**config.mk**
```make
export PLATFORM = sky130hd
export DESIGN_NAME = sfe_ctrl
export DESIGN_NICKNAME = d
export VERILOG_FILES = /design/src/sfe_pkg.sv /design/src/sfe_ctrl.sv
export SDC_FILE = /design/constraint.sdc
export NUM_CORES = 1
export LEC_CHECK = 0
export ABC_AREA = 1
export BUFFER_PORTS_ARGS = -buffer_cell sky130_fd_sc_hd__buf_4
export CORE_UTILIZATION = 52
export DETAILED_ROUTE_END_ITERATION = 8
export GPL_TIMING_DRIVEN = 0
export PLACE_DENSITY = 0.84
export SLEW_MARGIN = 20
export SYNTH_ARGS = -nofsm -noshare
export SYNTH_HDL_FRONTEND = slang
export SYNTH_SLANG_ARGS = --single-unit
```
**constraint.sdc**
```tcl
create_clock -name i_clk -period 1.9 [get_ports i_clk]
set_clock_uncertainty 0.2 [all_clocks]
set_input_delay 0.095 -clock i_clk [delete_from_list [all_inputs] [get_ports i_clk]]
set_output_delay 0.095 -clock i_clk [all_outputs]
set_load 0.02 [all_outputs]
```
**src/sfe_pkg.sv**
```systemverilog
// ----------------------------------------------------------------------------
// sfe_pkg
// Shared constants, event codes and controller/datapath interface types for
// the signal feature extractor.
// ----------------------------------------------------------------------------
`default_nettype none

package sfe_pkg;

    // Parameter defaults
    localparam int MAX_SAMPLES_DEF = 65536;
    localparam int SAMPLE_BITS_DEF = 24;

    // Field widths
    localparam int SMP_W  = 24;
    localparam int POS_W  = 16;
    localparam int TYPE_W = 4;
    localparam int CNT_W  = 17;
    localparam int SUM_W  = 41;
    localparam int SQS_W  = 64;
    localparam int MAG_W  = 40;
    localparam int ACC_W  = 80;
    localparam int DEN_W  = 34;

    // Event type codes
    localparam logic [TYPE_W-1:0] EV_RISE   = 4'd0;
    localparam logic [TYPE_W-1:0] EV_FALL   = 4'd1;
    localparam logic [TYPE_W-1:0] EV_RELMIN = 4'd2;
    localparam logic [TYPE_W-1:0] EV_RELMAX = 4'd3;
    localparam logic [TYPE_W-1:0] EV_ABSMIN = 4'd4;
    localparam logic [TYPE_W-1:0] EV_ABSMAX = 4'd5;
    localparam logic [TYPE_W-1:0] EV_DECAY  = 4'd6;
    localparam logic [TYPE_W-1:0] EV_MEAN   = 4'd7;
    localparam logic [TYPE_W-1:0] EV_DEV    = 4'd8;

    // Summary word selects, in emission order
    localparam logic [1:0] SUM_MEAN = 2'd0;
    localparam logic [1:0] SUM_DEV  = 2'd1;
    localparam logic [1:0] SUM_MIN  = 2'd2;
    localparam logic [1:0] SUM_MAX  = 2'd3;

    // e scaled by 2^60, split for two narrow multiplies
    localparam logic [31:0] E_LO = 32'h28AE_D2A6;
    localparam logic [29:0] E_HI = 30'h2B7E_1516;

    // Iteration counts of the end-of-run units
    localparam int DIV_STEPS  = 80;
    localparam int ACCA_STEPS = 17;
    localparam int ACCB_STEPS = 40;
    localparam int SQRT_STEPS = 32;
    localparam int ITER_W     = 7;

    typedef struct packed {
        logic       take;       // capture input word
        logic       mul1;       // low partial product and square
        logic       mul2;       // high partial product
        logic       eval;       // event flags and statistics update
        logic       emit_ev;    // send lowest pending event
        logic       div_init_mean;
        logic       div_init_dev;
        logic       div_step;
        logic       mean_save;
        logic       acc_init_a; // start count * square sum
        logic       acc_init_b; // start minus sum^2
        logic       acc_step;
        logic       acc_sub;
        logic       sqrt_init;
        logic       sqrt_step;
        logic       dev_save;
        logic       emit_sum;
        logic [1:0] sum_sel;
        logic       clear_run;
    } t_cmd;

    typedef struct packed {
        logic ev_pending;
        logic run_last;
        logic out_free;
    } t_status;

endpackage

`default_nettype wire

```
**src/sfe_ctrl.sv**
```systemverilog
// ----------------------------------------------------------------------------
// sfe_ctrl
// Controller: sequences per-sample evaluation, event emission and the
// end-of-run mean, variance and square root iterations.
// ----------------------------------------------------------------------------
`default_nettype none

module sfe_ctrl
    import sfe_pkg::*;
(
    input  wire logic    i_clk,
    input  wire logic    i_rst_n,
    input  wire logic    i_tvalid,
    output logic         o_tready,
    input  wire t_status i_st,
    output t_cmd         o_cmd
);

    localparam logic [3:0] S_IDLE  = 4'd0;
    localparam logic [3:0] S_MUL1  = 4'd1;
    localparam logic [3:0] S_MUL2  = 4'd2;
    localparam logic [3:0] S_EVAL  = 4'd3;
    localparam logic [3:0] S_EMIT  = 4'd4;
    localparam logic [3:0] S_DIVM  = 4'd5;
    localparam logic [3:0] S_MEANW = 4'd6;
    localparam logic [3:0] S_ACCA  = 4'd7;
    localparam logic [3:0] S_ACCBI = 4'd8;
    localparam logic [3:0] S_ACCB  = 4'd9;
    localparam logic [3:0] S_DIVD  = 4'd10;
    localparam logic [3:0] S_SQI   = 4'd11;
    localparam logic [3:0] S_SQ    = 4'd12;
    localparam logic [3:0] S_DEVW  = 4'd13;
    localparam logic [3:0] S_SUM   = 4'd14;

    logic [3:0]        r_state, n_state;
    logic [ITER_W-1:0] r_cnt, n_cnt;
    logic [1:0]        r_sel, n_sel;

    // Next state and commands
    always_comb begin
        n_state  = r_state;
        n_cnt    = r_cnt;
        n_sel    = r_sel;
        o_cmd    = '0;
        o_cmd.sum_sel = r_sel;
        o_tready = 1'b0;
        unique case (r_state)
            S_IDLE: begin
                o_tready = 1'b1;
                if (i_tvalid) begin
                    o_cmd.take = 1'b1;
                    n_state    = S_MUL1;
                end
            end
            S_MUL1: begin o_cmd.mul1 = 1'b1; n_state = S_MUL2; end
            S_MUL2: begin o_cmd.mul2 = 1'b1; n_state = S_EVAL; end
            S_EVAL: begin o_cmd.eval = 1'b1; n_state = S_EMIT; end
            S_EMIT: begin
                if (i_st.ev_pending) begin
                    o_cmd.emit_ev = i_st.out_free;
                end else if (i_st.run_last) begin
                    o_cmd.div_init_mean = 1'b1;
                    n_cnt   = '0;
                    n_state = S_DIVM;
                end else begin
                    n_state = S_IDLE;
                end
            end
            S_DIVM: begin
                o_cmd.div_step = 1'b1;
                n_cnt = r_cnt + 1'b1;
                if (r_cnt == ITER_W'(DIV_STEPS - 1)) n_state = S_MEANW;
            end
            S_MEANW: begin
                o_cmd.mean_save  = 1'b1;
                o_cmd.acc_init_a = 1'b1;
                n_cnt   = '0;
                n_state = S_ACCA;
            end
            S_ACCA: begin
                o_cmd.acc_step = 1'b1;
                n_cnt = r_cnt + 1'b1;
                if (r_cnt == ITER_W'(ACCA_STEPS - 1)) n_state = S_ACCBI;
            end
            S_ACCBI: begin
                o_cmd.acc_init_b = 1'b1;
                n_cnt   = '0;
                n_state = S_ACCB;
            end
            S_ACCB: begin
                o_cmd.acc_step = 1'b1;
                o_cmd.acc_sub  = 1'b1;
                n_cnt = r_cnt + 1'b1;
                if (r_cnt == ITER_W'(ACCB_STEPS - 1)) begin
                    n_state = S_DIVD;
                    n_cnt   = '0;
                end
            end
            S_DIVD: begin
                // first cycle loads the dividend, the rest iterate
                if (r_cnt == '0) o_cmd.div_init_dev = 1'b1;
                else             o_cmd.div_step     = 1'b1;
                n_cnt = r_cnt + 1'b1;
                if (r_cnt == ITER_W'(DIV_STEPS)) n_state = S_SQI;
            end
            S_SQI: begin
                o_cmd.sqrt_init = 1'b1;
                n_cnt   = '0;
                n_state = S_SQ;
            end
            S_SQ: begin
                o_cmd.sqrt_step = 1'b1;
                n_cnt = r_cnt + 1'b1;
                if (r_cnt == ITER_W'(SQRT_STEPS - 1)) n_state = S_DEVW;
            end
            S_DEVW: begin
                o_cmd.dev_save = 1'b1;
                n_sel   = SUM_MEAN;
                n_state = S_SUM;
            end
            S_SUM: begin
                if (i_st.out_free) begin
                    o_cmd.emit_sum = 1'b1;
                    n_sel = r_sel + 1'b1;
                    if (r_sel == SUM_MAX) begin
                        o_cmd.clear_run = 1'b1;
                        n_state = S_IDLE;
                    end
                end
            end
            default: n_state = S_IDLE;
        endcase
    end

    always_ff @(posedge i_clk) begin
        if (!i_rst_n) begin
            r_state <= S_IDLE;
            r_cnt   <= '0;
            r_sel   <= SUM_MEAN;
        end else begin
            r_state <= n_state;
            r_cnt   <= n_cnt;
            r_sel   <= n_sel;
        end
    end

    // Checks
    a_emit_free: assert property (@(posedge i_clk) disable iff (!i_rst_n)
        (o_cmd.emit_ev || o_cmd.emit_sum) |-> i_st.out_free)
        else $error("output word overwritten while stalled");
    a_take_mul: assert property (@(posedge i_clk) disable iff (!i_rst_n)
        (i_tvalid && o_tready) |=> (r_state == S_MUL1))
        else $error("accepted word not processed");
    a_div_cnt: assert property (@(posedge i_clk) disable iff (!i_rst_n)
        (r_state == S_DIVM) |-> (r_cnt < ITER_W'(DIV_STEPS)))
        else $error("divider ran past its step count");

endmodule

`default_nettype wire

```
==> metrics.cfg <==
[critical_path]
worstRegToRegCells = 9
critical_path_required_ns = 1.60
r2r-start = r_state[0]
worst_setup_path_startpoint = r_state[0]
timing.critical_path.arrival_ns = 1.58
setup.worst_path.start_class = flip-flop
ff2ff_setup_slack_ns = 0.12
end_kind = output port
criticalPathCategory = flip-flop to output port
endpoint = o_cmd[14]
worst_r2r_endpoint = r_cnt[4]
worstPathMaxFanout = 6

[sta]
finalSetupViolations = 0
min_period_over_period_pct = 98.9
timing.final.max_slew_violations = 0
max_freq_mhz = 532
hold_slack_ns = 0.0254
worstMarginPinSlew_ns = 0.301
hold_viol = 0
min_period_ns = 1.88
rsz0062_at_grt = yes
timing.slew.headroom_pct = 79.9

[placed_design]
globalplace.congestion = 0.879
port_buffers = 26
placed_cell_area_sq_um = 1340
final_hpwl_from_detailed_placement_microns = 2250

[cts]
tritoncts_clock_tree = built
cts.root.buffer_cell = clkbuf_4
worst_skew_pair.late_latency_ns = 0.29
htree_levels = 1
cts_inserted_buffers = 3
clkSinkCount = 13
clkSlewWorstSetupHoldPaths_ns = 0.09
number_of_buffers_on_the_longest_clock_path = 2

[floorplan]
die_height_microns = 48.2
io_pins = 27
core_area_sq_um = 1980
die-area_sq_um = 2320
fp-row-count = 16
die_width_microns = 48.2
initial_core_util_pct = 55.9

[grt]
antenna_found_initial = 0
grt_overflow_total = 0
globalRouteTotalUtil_pct = 27.2
grt_max_degree = 10
grt_first_pass_wirelength_microns = 4330
grt_pass1_vias = 1017

[final_layout]
multi_input_combinational_cell_area_sq_um = 712
filler_cell_count = 190
finalNetCount = 232
area_delta_synth_final_pct = 24.9
layout_commonest_cell = nand2_1
stdcell_area_sq_um = 1390
register_area_sq_um = 263
most-common-layout-cells = 41 x nand2_1, 29 x inv_1, 29 x nor2_1
insertedDiodeCount = 0
drive_above_1_share_pct = 26.1

[logic_synthesis]
yosys_register_bits = 13
synth.avg_cell_area_sq_um = 5.80
ys.warnings.count = 0
synth.area.top_cells = dfxtp_1 23%, nand2_1 14%, nand3_1 9.9%
postSynthCellCount = 191
synth_top_area_share_pct = 23.5
netlist_area_sq_um = 1110
synth_fp_nets = 200
seq_area_frac_synth_pct = 23.5
synth.lib_cells_used.distinct = 24
yosys.area.top_type = dfxtp_1

[min_path]
hp-class = primary input to flip-flop
min_delay_path_depth = 5

[power_and_ir_drop]
power_per_cell_area_nw_per_um2 = 923
p_leak_nw = 0.748
irDropWorstVdd_v = 0.000576

[routing]
route.detailed.vias_per_inst = 5.25
drtAntennaViolNets = 0
drc = 0
avgRoutedWirePerCell_microns = 11.4
detailroute.via_count = 1308
detailedRoute.firstPassIterationCount = 4
dr.first_iter.drc_count = 31
aggregate_routed_wire_length_microns = 2850

[status]
outcome = finished, final reports clean

[flow_run]
cap_violations = 0

## worst max-delay path, cell delays in order, from the launching register on
cell     delay, ns
dfxtp_1       0.40
nor2_2        0.28
inv_2         0.12
nor2_4        0.12
nand2_1       0.11
nor2_1        0.11
buf_4         0.15
## sequential cells by signal (all words and copies together), names as in the netlist
| register | flops |
|---|---|
| r_cnt | 7 |
| r_state | 4 |
| r_sel | 2 |
## power by group
part	switching [mW]	total (mW)	internal [mW]
Clock	0.101	0.183	0.0817
Sequential	0.0620	0.377	0.315
Combinational	0.470	0.719	0.249
## cells by family after synthesis
kind of cell	after synthesis	synth area share, %
AOI/OAI and AO/OA	22	11.6
DFF	13	23.5
adders and majority gates	3	3.39
xor gates and xnor gates	1	0.790
and+or+nand+nor	115	47.6
buffers and inverters	37	13.1
## worst min path at each step
stage	from	end	slack [ns]
floorplan	i_rst_n	r_cnt[6]	-0.007
global placement	i_rst_n	r_cnt[6]	0.16
detailed placement	i_rst_n	r_cnt[6]	0.16
CTS	i_st[0]	r_sel[0]	0.02
global route	i_st[1]	r_cnt[0]	0.08
finish	i_st[0]	r_sel[0]	0.03
## metrics by stage
stage	power, mW	TNS [ns]	instances	worst slack (ns)	utilization (%)
2_1_floorplan	0.880	0	191	0.265	-
3_3_place_gp	1.06	0	244	0.181	67.5
3_5_place_dp	1.08	0	244	0.154	67.5
4_1_cts	1.27	0	249	0.0492	69.3
5_1_grt	1.38	-0.0411	249	-0.0411	69.9
6_report	1.28	0	249	0.0210	69.9
## per-layer routing
metal  global-route usage [%]  wire, microns  up-vias  part of all wire [%]
li1                         -              -      669                     -
met4                     11.7             36        0                   1.3
met2                     44.5           1370       48                    48
met3                     2.96            156        4                   5.5
met1                     36.0           1290      587                    45
met5                        0              0        -                     0
## synth_stat cells
library cell and n:
nand3_1 22, nand2_1 41, buf_4 1, nand4_1 2, a21oi_2 2, clkinv_2 1
nor2_1 29, nor3_1 7, a31o_2 1, ha_1 3, clkinv_1 1, nor2_4 4
o21ai_1 2, inv_1 29, a21oi_1 7, o21ai_2 2, nand2_2 7, xor2_1 1
nor2_2 2, nor4_1 1, buf_2 1, o21ai_0 8, inv_2 4, dfxtp_1 13
## final cells by class
class | count | area share [%]
flip-flops and latches | 13 | 19.0
plain buffers | 2 | 0.903
multi-input cells | 141 | 51.4
inverters | 35 | 9.58
clock buffers | 4 | 1.90
repair buffers | 27 | 14.8
well taps | 27 | 2.44
## repair_timing
item / CTS / global route
resized for setup: 0 / 4
setup endpoints to repair: 0 / 7
endpoints found under the hold margin: 9 / 0
hold buffers: 1 / 0
buffers inserted: 0 / 0
Note: power is estimated with default switching activity, not from simulation.
